<file path="config.mk">
export PLATFORM = sky130hd
export DESIGN_NAME = pbm_p4_stream_parser_core
export DESIGN_NICKNAME = d
export VERILOG_FILES = /design/src/rtl/pbmp_pkg.sv /design/src/rtl/pbmp_step_engine.sv /design/src/rtl/pbm_p4_stream_parser_core.sv
export VERILOG_INCLUDE_DIRS = /design/src /design/src/rtl
export SDC_FILE = /design/constraint.sdc
export NUM_CORES = 1
export LEC_CHECK = 0
export BUFFER_PORTS_ARGS = -buffer_cell sky130_fd_sc_hd__buf_2
export CORE_UTILIZATION = 55
export DETAILED_ROUTE_END_ITERATION = 12
export MAX_ROUTING_LAYER = met4
export PLACE_DENSITY = 0.78
export SLEW_MARGIN = 20
export SYNTH_ARGS = -nofsm -noshare
export SYNTH_HDL_FRONTEND = slang
export SYNTH_HIERARCHICAL = 1
export SYNTH_SLANG_ARGS = --single-unit
</file>
<file path="constraint.sdc">
create_clock -name clk -period 20.6 [get_ports clk]
set_input_delay 1.03 -clock clk [delete_from_list [all_inputs] [get_ports clk]]
set_output_delay 1.03 -clock clk [all_outputs]
set_load 0.005 [all_outputs]
</file>
<file path="src/rtl/assert_macros.svh">
// Assertion macros shared by the parser RTL.
// Define NO_ASSERTIONS to compile every check out of the design.
`ifndef ASSERT_MACROS_SVH
`define ASSERT_MACROS_SVH
`ifndef NO_ASSERTIONS
`define PBMP_ASSERT(label, clk, rst_n, prop) \
    label: assert property (@(posedge clk) disable iff (!rst_n) prop) \
        else $error("pbmp parser check failed");
`define PBMP_ASSERT_IMP(label, clk, rst_n, ante, cons) \
    label: assert property (@(posedge clk) disable iff (!rst_n) (ante) |-> (cons)) \
        else $error("pbmp parser implication failed");
`else
`define PBMP_ASSERT(label, clk, rst_n, prop)
`define PBMP_ASSERT_IMP(label, clk, rst_n, ante, cons)
`endif
`endif

</file>
<file path="src/rtl/pbmp_pkg.sv">
// Types, character constants, result and error codes for the P4 stream parser.
// Used by pbmp_step_engine and pbm_p4_stream_parser_core; depends on nothing.
package pbmp_pkg;

    typedef struct packed {
        logic       op;
        logic [7:0] byte_value;
    } item_t;

    typedef struct packed {
        logic [1:0]  kind;
        logic [15:0] image_width;
        logic [15:0] image_height;
        logic [7:0]  pixel_byte;
        logic        last_byte;
        logic [3:0]  error_code;
    } result_t;

    typedef struct packed {
        logic    has_result;
        result_t data;
    } step_out_t;

    localparam logic       OP_BYTE = 1'b0;
    localparam logic       OP_EOS  = 1'b1;

    localparam logic [1:0] KIND_HEADER = 2'd0;
    localparam logic [1:0] KIND_PIXEL  = 2'd1;
    localparam logic [1:0] KIND_ERROR  = 2'd2;

    localparam logic [3:0] ERR_SHORT_MAGIC   = 4'd0;
    localparam logic [3:0] ERR_BAD_MAGIC     = 4'd1;
    localparam logic [3:0] ERR_SPACE_MAGIC   = 4'd2;
    localparam logic [3:0] ERR_NO_WIDTH      = 4'd3;
    localparam logic [3:0] ERR_SPACE_WIDTH   = 4'd4;
    localparam logic [3:0] ERR_NO_HEIGHT     = 4'd5;
    localparam logic [3:0] ERR_ZERO_HEIGHT   = 4'd6;
    localparam logic [3:0] ERR_ZERO_WIDTH    = 4'd7;
    localparam logic [3:0] ERR_SPACE_HEIGHT  = 4'd8;
    localparam logic [3:0] ERR_SHORT_RASTER  = 4'd9;
    localparam logic [3:0] ERR_TOO_LARGE     = 4'd10;

    localparam logic [7:0] CH_P    = 8'h50;
    localparam logic [7:0] CH_FOUR = 8'h34;
    localparam logic [7:0] CH_HASH = 8'h23;
    localparam logic [7:0] CH_CR   = 8'h0D;
    localparam logic [7:0] CH_LF   = 8'h0A;
    localparam logic [7:0] CH_ZERO = 8'h30;
    localparam logic [7:0] CH_NINE = 8'h39;

    // Tab, LF, VT, FF, CR and space; NUL is not whitespace.
    function automatic logic is_space(input logic [7:0] b);
        return (b >= 8'h09 && b <= 8'h0D) || b == 8'h20;
    endfunction

    function automatic logic is_eol(input logic [7:0] b);
        return b == CH_CR || b == CH_LF;
    endfunction

    function automatic logic is_digit(input logic [7:0] b);
        return b >= CH_ZERO && b <= CH_NINE;
    endfunction

endpackage

</file>
<file path="src/rtl/pbmp_step_engine.sv">
// Header state machine and raster counter of the P4 parser: one byte per step.
// Depends on pbmp_pkg for the item, result and error code definitions.
module pbmp_step_engine #(
    parameter int MAX_DIM = 65535
) (
    input  logic                clk,
    input  logic                rst_n,
    input  logic                fire,
    input  pbmp_pkg::item_t     item,
    output pbmp_pkg::step_out_t step_out
);

    localparam int DIM_W = $clog2(MAX_DIM + 1);
    localparam int ACC_W = DIM_W + 4;
    localparam int ROW_W = DIM_W - 2;
    localparam int RAS_W = ROW_W + DIM_W;

    localparam logic [3:0] PH_MAGIC0  = 4'd0;
    localparam logic [3:0] PH_MAGIC1  = 4'd1;
    localparam logic [3:0] PH_SPACE_A = 4'd2;
    localparam logic [3:0] PH_WIDTH   = 4'd3;
    localparam logic [3:0] PH_SPACE_B = 4'd4;
    localparam logic [3:0] PH_HEIGHT  = 4'd5;
    localparam logic [3:0] PH_FINAL   = 4'd6;
    localparam logic [3:0] PH_RASTER  = 4'd7;
    localparam logic [3:0] PH_DONE    = 4'd8;
    localparam logic [3:0] PH_FAILED  = 4'd9;

    logic [3:0]       phase_reg, phase_next;
    logic [7:0]       magic_reg, magic_next;
    logic             seen_reg, seen_next;
    logic             cmt_reg, cmt_next;
    logic [DIM_W-1:0] acc_reg, acc_next;
    logic [DIM_W-1:0] width_reg, width_next;
    logic [DIM_W-1:0] height_reg, height_next;
    logic [RAS_W-1:0] ras_reg, ras_next;

    logic [7:0]       b;
    logic             number_phase;
    logic [DIM_W-1:0] acc_src;
    logic             seen_src;
    logic [ACC_W-1:0] acc_scaled;
    logic             too_large;
    logic [DIM_W-1:0] h_src;
    logic [DIM_W:0]   width_pad;
    logic [ROW_W-1:0] row_cnt;
    logic [RAS_W-1:0] ras_total;

    logic             go_number;
    logic             num_is_width;
    logic             go_ws;
    logic             fail_en;
    logic [3:0]       fail_code;
    logic             hdr_en;

    assign b            = item.byte_value;
    assign number_phase = phase_reg inside {PH_WIDTH, PH_HEIGHT};

    // A number entered from a whitespace phase starts from an empty accumulator.
    assign acc_src    = number_phase ? acc_reg : '0;
    assign seen_src   = number_phase ? seen_reg : 1'b0;
    assign acc_scaled = ACC_W'({acc_src, 3'b000}) + ACC_W'({acc_src, 1'b0})
                      + ACC_W'(b[3:0]);
    assign too_large  = acc_scaled > ACC_W'(MAX_DIM);

    // The height is still in the accumulator when the header follows the height digits.
    assign h_src     = (phase_reg == PH_HEIGHT) ? acc_reg : height_reg;
    assign width_pad = {1'b0, width_reg} + (DIM_W + 1)'(7);
    assign row_cnt   = width_pad[DIM_W:3];
    assign ras_total = RAS_W'(row_cnt) * RAS_W'(h_src);

    always_comb
    begin
        phase_next   = phase_reg;
        magic_next   = magic_reg;
        seen_next    = seen_reg;
        cmt_next     = cmt_reg;
        acc_next     = acc_reg;
        width_next   = width_reg;
        height_next  = height_reg;
        ras_next     = ras_reg;
        step_out     = '0;
        go_number    = 1'b0;
        num_is_width = (phase_reg == PH_SPACE_A) || (phase_reg == PH_WIDTH);
        go_ws        = 1'b0;
        fail_en      = 1'b0;
        fail_code    = pbmp_pkg::ERR_SHORT_MAGIC;
        hdr_en       = 1'b0;

        if (item.op == pbmp_pkg::OP_EOS)
        begin
            phase_next  = PH_MAGIC0;
            magic_next  = '0;
            seen_next   = 1'b0;
            cmt_next    = 1'b0;
            acc_next    = '0;
            width_next  = '0;
            height_next = '0;
            ras_next    = '0;
            step_out.has_result      = 1'b1;
            step_out.data.kind       = pbmp_pkg::KIND_ERROR;
            case (phase_reg)
                PH_MAGIC0, PH_MAGIC1: step_out.data.error_code = pbmp_pkg::ERR_SHORT_MAGIC;
                PH_SPACE_A:           step_out.data.error_code = pbmp_pkg::ERR_SPACE_MAGIC;
                PH_WIDTH:             step_out.data.error_code = pbmp_pkg::ERR_NO_WIDTH;
                PH_SPACE_B:           step_out.data.error_code = pbmp_pkg::ERR_SPACE_WIDTH;
                PH_HEIGHT:            step_out.data.error_code = pbmp_pkg::ERR_NO_HEIGHT;
                PH_FINAL:             step_out.data.error_code = pbmp_pkg::ERR_SPACE_HEIGHT;
                PH_RASTER:            step_out.data.error_code = pbmp_pkg::ERR_SHORT_RASTER;
                default:
                begin
                    step_out.has_result = 1'b0;
                    step_out.data.kind  = pbmp_pkg::KIND_HEADER;
                end
            endcase
        end
        else
        begin
            case (phase_reg)
                PH_MAGIC0:
                begin
                    magic_next = b;
                    phase_next = PH_MAGIC1;
                end
                PH_MAGIC1:
                begin
                    if (magic_reg != pbmp_pkg::CH_P || b != pbmp_pkg::CH_FOUR)
                    begin
                        fail_en   = 1'b1;
                        fail_code = pbmp_pkg::ERR_BAD_MAGIC;
                    end
                    else
                    begin
                        phase_next = PH_SPACE_A;
                        seen_next  = 1'b0;
                        cmt_next   = 1'b0;
                    end
                end
                PH_SPACE_A, PH_SPACE_B, PH_FINAL:
                begin
                    if (cmt_reg)
                    begin
                        if (pbmp_pkg::is_eol(b))
                            cmt_next = 1'b0;
                    end
                    else if (b == pbmp_pkg::CH_HASH)
                        cmt_next = 1'b1;
                    else if (phase_reg == PH_FINAL)
                    begin
                        if (pbmp_pkg::is_space(b))
                            hdr_en = 1'b1;
                        else
                        begin
                            fail_en   = 1'b1;
                            fail_code = pbmp_pkg::ERR_SPACE_HEIGHT;
                        end
                    end
                    else if (pbmp_pkg::is_space(b))
                        seen_next = 1'b1;
                    else if (!seen_reg)
                    begin
                        fail_en   = 1'b1;
                        fail_code = (phase_reg == PH_SPACE_A) ? pbmp_pkg::ERR_SPACE_MAGIC
                                                              : pbmp_pkg::ERR_SPACE_WIDTH;
                    end
                    else
                    begin
                        // This byte is the first character of the number.
                        phase_next = (phase_reg == PH_SPACE_A) ? PH_WIDTH : PH_HEIGHT;
                        seen_next  = 1'b0;
                        acc_next   = '0;
                        go_number  = 1'b1;
                    end
                end
                PH_WIDTH, PH_HEIGHT:
                    go_number = 1'b1;
                PH_RASTER:
                begin
                    step_out.has_result      = 1'b1;
                    step_out.data.kind       = pbmp_pkg::KIND_PIXEL;
                    step_out.data.pixel_byte = b;
                    step_out.data.last_byte  = ras_reg <= RAS_W'(1);
                    ras_next = ras_reg - RAS_W'(ras_reg != '0);
                    if (ras_reg <= RAS_W'(1))
                        phase_next = PH_DONE;
                end
                default:
                begin
                    phase_next = phase_reg;
                end
            endcase

            if (go_number)
            begin
                if (pbmp_pkg::is_digit(b))
                begin
                    seen_next = 1'b1;
                    if (too_large)
                    begin
                        fail_en   = 1'b1;
                        fail_code = pbmp_pkg::ERR_TOO_LARGE;
                    end
                    else
                        acc_next = DIM_W'(acc_scaled);
                end
                else if (!seen_src)
                begin
                    fail_en   = 1'b1;
                    fail_code = num_is_width ? pbmp_pkg::ERR_NO_WIDTH
                                             : pbmp_pkg::ERR_NO_HEIGHT;
                end
                else if (num_is_width)
                begin
                    width_next = acc_reg;
                    phase_next = PH_SPACE_B;
                    seen_next  = 1'b0;
                    cmt_next   = 1'b0;
                    go_ws      = 1'b1;
                end
                else
                begin
                    height_next = acc_reg;
                    if (acc_reg == '0)
                    begin
                        fail_en   = 1'b1;
                        fail_code = pbmp_pkg::ERR_ZERO_HEIGHT;
                    end
                    else if (width_reg == '0)
                    begin
                        fail_en   = 1'b1;
                        fail_code = pbmp_pkg::ERR_ZERO_WIDTH;
                    end
                    else
                    begin
                        phase_next = PH_FINAL;
                        seen_next  = 1'b0;
                        cmt_next   = 1'b0;
                        go_ws      = 1'b1;
                    end
                end
            end

            // The byte that ended a number opens the following whitespace phase.
            if (go_ws)
            begin
                if (b == pbmp_pkg::CH_HASH)
                    cmt_next = 1'b1;
                else if (pbmp_pkg::is_space(b))
                begin
                    if (phase_next == PH_SPACE_B)
                        seen_next = 1'b1;
                    else
                        hdr_en = 1'b1;
                end
                else
                begin
                    fail_en   = 1'b1;
                    fail_code = (phase_next == PH_SPACE_B) ? pbmp_pkg::ERR_SPACE_WIDTH
                                                           : pbmp_pkg::ERR_SPACE_HEIGHT;
                end
            end

            if (hdr_en)
            begin
                ras_next   = ras_total;
                phase_next = PH_RASTER;
                step_out.has_result        = 1'b1;
                step_out.data.kind         = pbmp_pkg::KIND_HEADER;
                step_out.data.image_width  = 16'(width_reg);
                step_out.data.image_height = 16'(h_src);
            end

            if (fail_en)
            begin
                phase_next = PH_FAILED;
                step_out.has_result      = 1'b1;
                step_out.data.kind       = pbmp_pkg::KIND_ERROR;
                step_out.data.error_code = fail_code;
            end
        end
    end

    always_ff @(posedge clk or negedge rst_n)
    begin
        if (!rst_n)
        begin
            phase_reg  <= PH_MAGIC0;
            magic_reg  <= '0;
            seen_reg   <= 1'b0;
            cmt_reg    <= 1'b0;
            acc_reg    <= '0;
            width_reg  <= '0;
            height_reg <= '0;
            ras_reg    <= '0;
        end
        else if (fire)
        begin
            phase_reg  <= phase_next;
            magic_reg  <= magic_next;
            seen_reg   <= seen_next;
            cmt_reg    <= cmt_next;
            acc_reg    <= acc_next;
            width_reg  <= width_next;
            height_reg <= height_next;
            ras_reg    <= ras_next;
        end
    end

endmodule

</file>
<file path="src/rtl/pbm_p4_stream_parser_core.sv">
// Top level of the binary PBM (P4) stream parser: input register, step engine, result register.
// Depends on pbmp_pkg, pbmp_step_engine and assert_macros.svh.

// The parser takes one file byte or end-of-stream mark per clock unless the consumer stalls,
// and gives at most one result per item through the input register, then the result register.
// Each item is handled by the header state machine in a single step; the raster byte
// count is formed with one multiplier when the header completes. Results that wait on a
// stalled consumer do not block the next input, which is held in the input register.
// An end-of-stream mark always returns the parser to its reset state. MAX_DIM bounds the
// width and height and sets the internal counter widths.
`include "assert_macros.svh"

module pbm_p4_stream_parser_core #(
    parameter int MAX_DIM = 65535
) (
    input  logic              clk,
    input  logic              rst_n,
    input  logic              item_valid,
    output logic              item_ready,
    input  pbmp_pkg::item_t   item,
    output logic              result_valid,
    input  logic              result_ready,
    output pbmp_pkg::result_t result
);

    logic                in_valid_reg, in_valid_next;
    pbmp_pkg::item_t     in_data_reg;
    logic                out_valid_reg, out_valid_next;
    pbmp_pkg::result_t   out_data_reg;
    logic                advance;
    logic                fire;
    pbmp_pkg::step_out_t step_out;

    // The held item moves on whenever the result register is free or being drained.
    assign advance    = !out_valid_reg || result_ready;
    assign fire       = in_valid_reg && advance;
    assign item_ready = !in_valid_reg || advance;

    assign in_valid_next  = item_ready ? item_valid : in_valid_reg;
    assign out_valid_next = advance ? (fire && step_out.has_result) : out_valid_reg;

    pbmp_step_engine #(
        .MAX_DIM (MAX_DIM)
    ) u_step_engine (
        .clk      (clk),
        .rst_n    (rst_n),
        .fire     (fire),
        .item     (in_data_reg),
        .step_out (step_out)
    );

    always_ff @(posedge clk or negedge rst_n)
    begin
        if (!rst_n)
        begin
            in_valid_reg  <= 1'b0;
            out_valid_reg <= 1'b0;
        end
        else
        begin
            in_valid_reg  <= in_valid_next;
            out_valid_reg <= out_valid_next;
        end
    end

    always_ff @(posedge clk)
    begin
        if (item_ready && item_valid)
            in_data_reg <= item;
        if (fire && step_out.has_result)
            out_data_reg <= step_out.data;
    end

    assign result_valid = out_valid_reg;
    assign result       = out_data_reg;

    `PBMP_ASSERT_IMP(a_kind_known, clk, rst_n, result_valid, result.kind == pbmp_pkg::KIND_HEADER || result.kind == pbmp_pkg::KIND_PIXEL || result.kind == pbmp_pkg::KIND_ERROR)
    `PBMP_ASSERT_IMP(a_last_on_pixel, clk, rst_n, result_valid && result.last_byte, result.kind == pbmp_pkg::KIND_PIXEL)
    `PBMP_ASSERT_IMP(a_error_clean, clk, rst_n, result_valid && result.kind == pbmp_pkg::KIND_ERROR, result.error_code <= pbmp_pkg::ERR_TOO_LARGE && result.image_width == 16'd0 && result.image_height == 16'd0)
    `PBMP_ASSERT(a_held_item, clk, rst_n, in_valid_reg && !fire |=> in_valid_reg && $stable(in_data_reg))

endmodule

</file>
==> metrics.md <==
| Metric | Value |
|---|---|
| Die X | `173 µm` |
| Final non-filler cell total | `2232` |
| Vias | `13500` |
| Leakage power figure | `8.27 nW` |
| Final setup vio count | `0` |
| Synth area leaders | `fa_1 (21%), dfrtp_1 (15%), edfxtp_1 (10%)` |
| Die area | `0.0300 mm²` |
| Num rows | `62` |
| Pre-CTS setup slack | `12.32 ns` |
| Netlist cell types | `76` |
| Die height | `173 µm` |
| Max Slew Vio Count | `0` |
| Layout Utilization | `60.6%` |
| WHS | `0.467 ns` |
| Total routed wirelength | `43.1 mm` |
| Largest stage delay on the critical path | `0.78 ns` |
| DRC | `0` |
| Max FFs per register | `47` |
| Critical path peak fanout | `11` |
| Layout Skew | `0.0150 ns` |
| H-Tree Depth | `4` |
| Starting Density | `55.9%` |
| Final hold vios | `0` |
| Synthesized area | `0.0161 mm²` |
| Peak supply drop | `63.5 µV` |
| Sequential share of the synthesized area | `25.1%` |
| Seq pwr share | `28.9%` |
| Top FF cell, synth | `dfrtp_1` |
| Final TNS setup | `0 ns` |
| Maximum buffer depth of the clock tree | `2` |
| Yosys warns | `6` |
| Worst Setup End Kind | `flip-flop` |
| Area occupied by multi-input gates | `0.0110 mm²` |
| Synthesized flop and latch total | `150` |
| Worst-path clk slew | `0.08 ns` |
| Buf/Inv on CP | `3` |
| Area growth syn-to-layout | `8.43%` |
| Final Cycle Share | `40.5%` |
| Overall Power | `1.54 mW` |
| Clock power share | `21.6%` |
| RD Place Congestion | `1.00` |
| Post-route cell area | `0.0175 mm²` |
| Max-slew headroom | `24.4%` |
| Area post-placement | `0.0168 mm²` |
| Placed insts | `2200` |
| Setup Buffers After CTS | `0` |
| Sequential cell area | `0.00403 mm²` |
| Crit path time final | `8.35 ns` |
| I/O pin count | `62` |
| Area leader, netlist | `fa_1` |
| Mean Syn Cell Area | `8.93 µm²` |
| DRT antenna net count | `0` |
| N_diodes | `0` |
| Req. time, crit path | `20.91 ns` |
| Global Route Usage Sum | `31.1%` |
| Pre-antenna DRT Iters | `5` |
| FF-to-FF setup slack | `12.25 ns` |
| Status | `finished clean` |
| Net Switching | `0.739 mW` |
| Internal power | `0.804 mW` |
| Clock sink total | `150` |
| Largest net degree at the start of global routing | `74` |
| Slowest-stage cell, CP | `xnor2_1` |
| Yosys top cell area share | `20.8%` |
| Syn Inst Count | `1803` |
| CP top delay family | `adder cells` |
| DR WL/cell | `19.3 µm` |
| Type of element launching the critical path | `flip-flop` |
| CTS tree | `done` |
| FF-to-FF path depth | `25` |
| DPL Wire Length | `32.4 mm` |
| DR vias/cell | `6.05` |
| Worst r2r dst | `u_step_engine/ras_reg[29]` |
| Fillcell total | `2471` |
| CP most frequent cell | `fa_1` |
| Vias in the first global route | `13500` |
| Commonest cells in the netlist | `nand2_1 (269), inv_1 (209), nor2_1 (169)` |
| Worst min path class | `input pin to async pin` |
| First-pass GRT wire length | `71.4 mm` |
| Nets | `2142` |
| Cts bufs inserted | `17` |
| Power Density | `88.4 mW/mm²` |
| Share of cells above drive strength 1 | `9.04%` |
| Worst-Skew Late Latency | `0.45 ns` |
| IO Port Bufs | `61` |
| Core area | `0.0288 mm²` |
| Asr flop ratio synth | `62.7%` |
| Worst Tran Pin Value | `1.13 ns` |
| Sw frac | `47.9%` |
| CTS Hold Bufs | `0` |
| Critical path arrival | `8.66 ns` |
| RSZ-0062 raised after global routing | `no` |
| Combinational power share | `49.5%` |
| Initial antenna violation count | `0` |
| EDFF count, synth | `56` |
| Max Cap Violations | `0` |
| Most frequent cell after synthesis | `nand2_1` |
| Net Count, Synth | `2110` |
| Crit Reg-Reg Startpoint | `u_step_engine/width_reg[3]` |
| Setup ws final | `12.25 ns` |
| Clock root buffer | `clkbuf_16` |
| Post_cts resized | `0` |
| F_max | `120 MHz` |
| Gr ovfl total | `0` |
| Iteration-0 DRC Markers | `1323` |
| CP Class | `flip-flop to flip-flop` |
[power by group through the flow]
| stage | Combinational, mW | Sequential, mW | Clock [mW] |
|---|---|---|---|
| 2_1_floorplan | 0.514 | 0.423 | 0 |
| 3_3_place_gp | 0.715 | 0.446 | 0 |
| 3_5_place_dp | 0.731 | 0.450 | 0 |
| 4_1_cts | 0.744 | 0.445 | 0.336 |
| 5_1_grt | 0.839 | 0.453 | 0.348 |
| 6_report | 0.763 | 0.446 | 0.333 |
[cell type report]
type | count | share of cell area [%]
Tap cell | 384 | 2.75
Clock inverter | 15 | 1.15
Multi-Input combinational cell | 1372 | 63.3
Clock buffer | 17 | 2.44
Inverter | 209 | 4.49
Sequential cell | 150 | 23.1
Timing Repair Buffer | 85 | 2.80
[worst max path at each step]
stage               slack (ns)                        end  cells after the start                        from
floorplan                13.14  u_step_engine/ras_reg[29]                     30  u_step_engine/width_reg[3]
global placement         12.50  u_step_engine/ras_reg[29]                     25  u_step_engine/width_reg[3]
detailed placement       12.32  u_step_engine/ras_reg[29]                     25  u_step_engine/width_reg[3]
CTS                      12.29  u_step_engine/ras_reg[29]                     25  u_step_engine/width_reg[3]
global route             11.58  u_step_engine/ras_reg[29]                     25  u_step_engine/width_reg[3]
finish                   12.25  u_step_engine/ras_reg[29]                     25  u_step_engine/width_reg[3]
[metal layers]
layer / share of wire, % / wire (µm) / GRT usage (%) / up-vias
met5: 0 / 0 / - / -
met4: 2.6 / 1110 / 8.63 / 0
met3: 9.2 / 3950 / 6.93 / 99
met2: 47 / 20100 / 48.8 / 649
met1: 42 / 17900 / 40.5 / 6604
li1: - / - / - / 6149
[logic make-up after synthesis]
logic type      count (synthesis)  synth area share (%)
mux                            35                  2.30
fa+ha+maj                     294                  30.6
buf+inv                       281                  6.70
compound gates                300                  12.1
xor+xnor                       60                  3.31
flops                         150                  25.1
simple gates                  683                  19.8
[cell usage in the layout (no fill, tap or decap), types with 25 or more instances in the layout]
cell type  instances
a21oi_1           59
and2_1            50
buf_2             60
buf_4             25
dfrtp_1           94
edfxtp_1          56
fa_1             167
ha_1             127
inv_1            209
nand2_1          269
nand3_1           29
nor2_1           169
nor3_1            37
o21ai_0          101
xnor2_1           30
xor2_1            26
(Power assumes the default switching activity.)
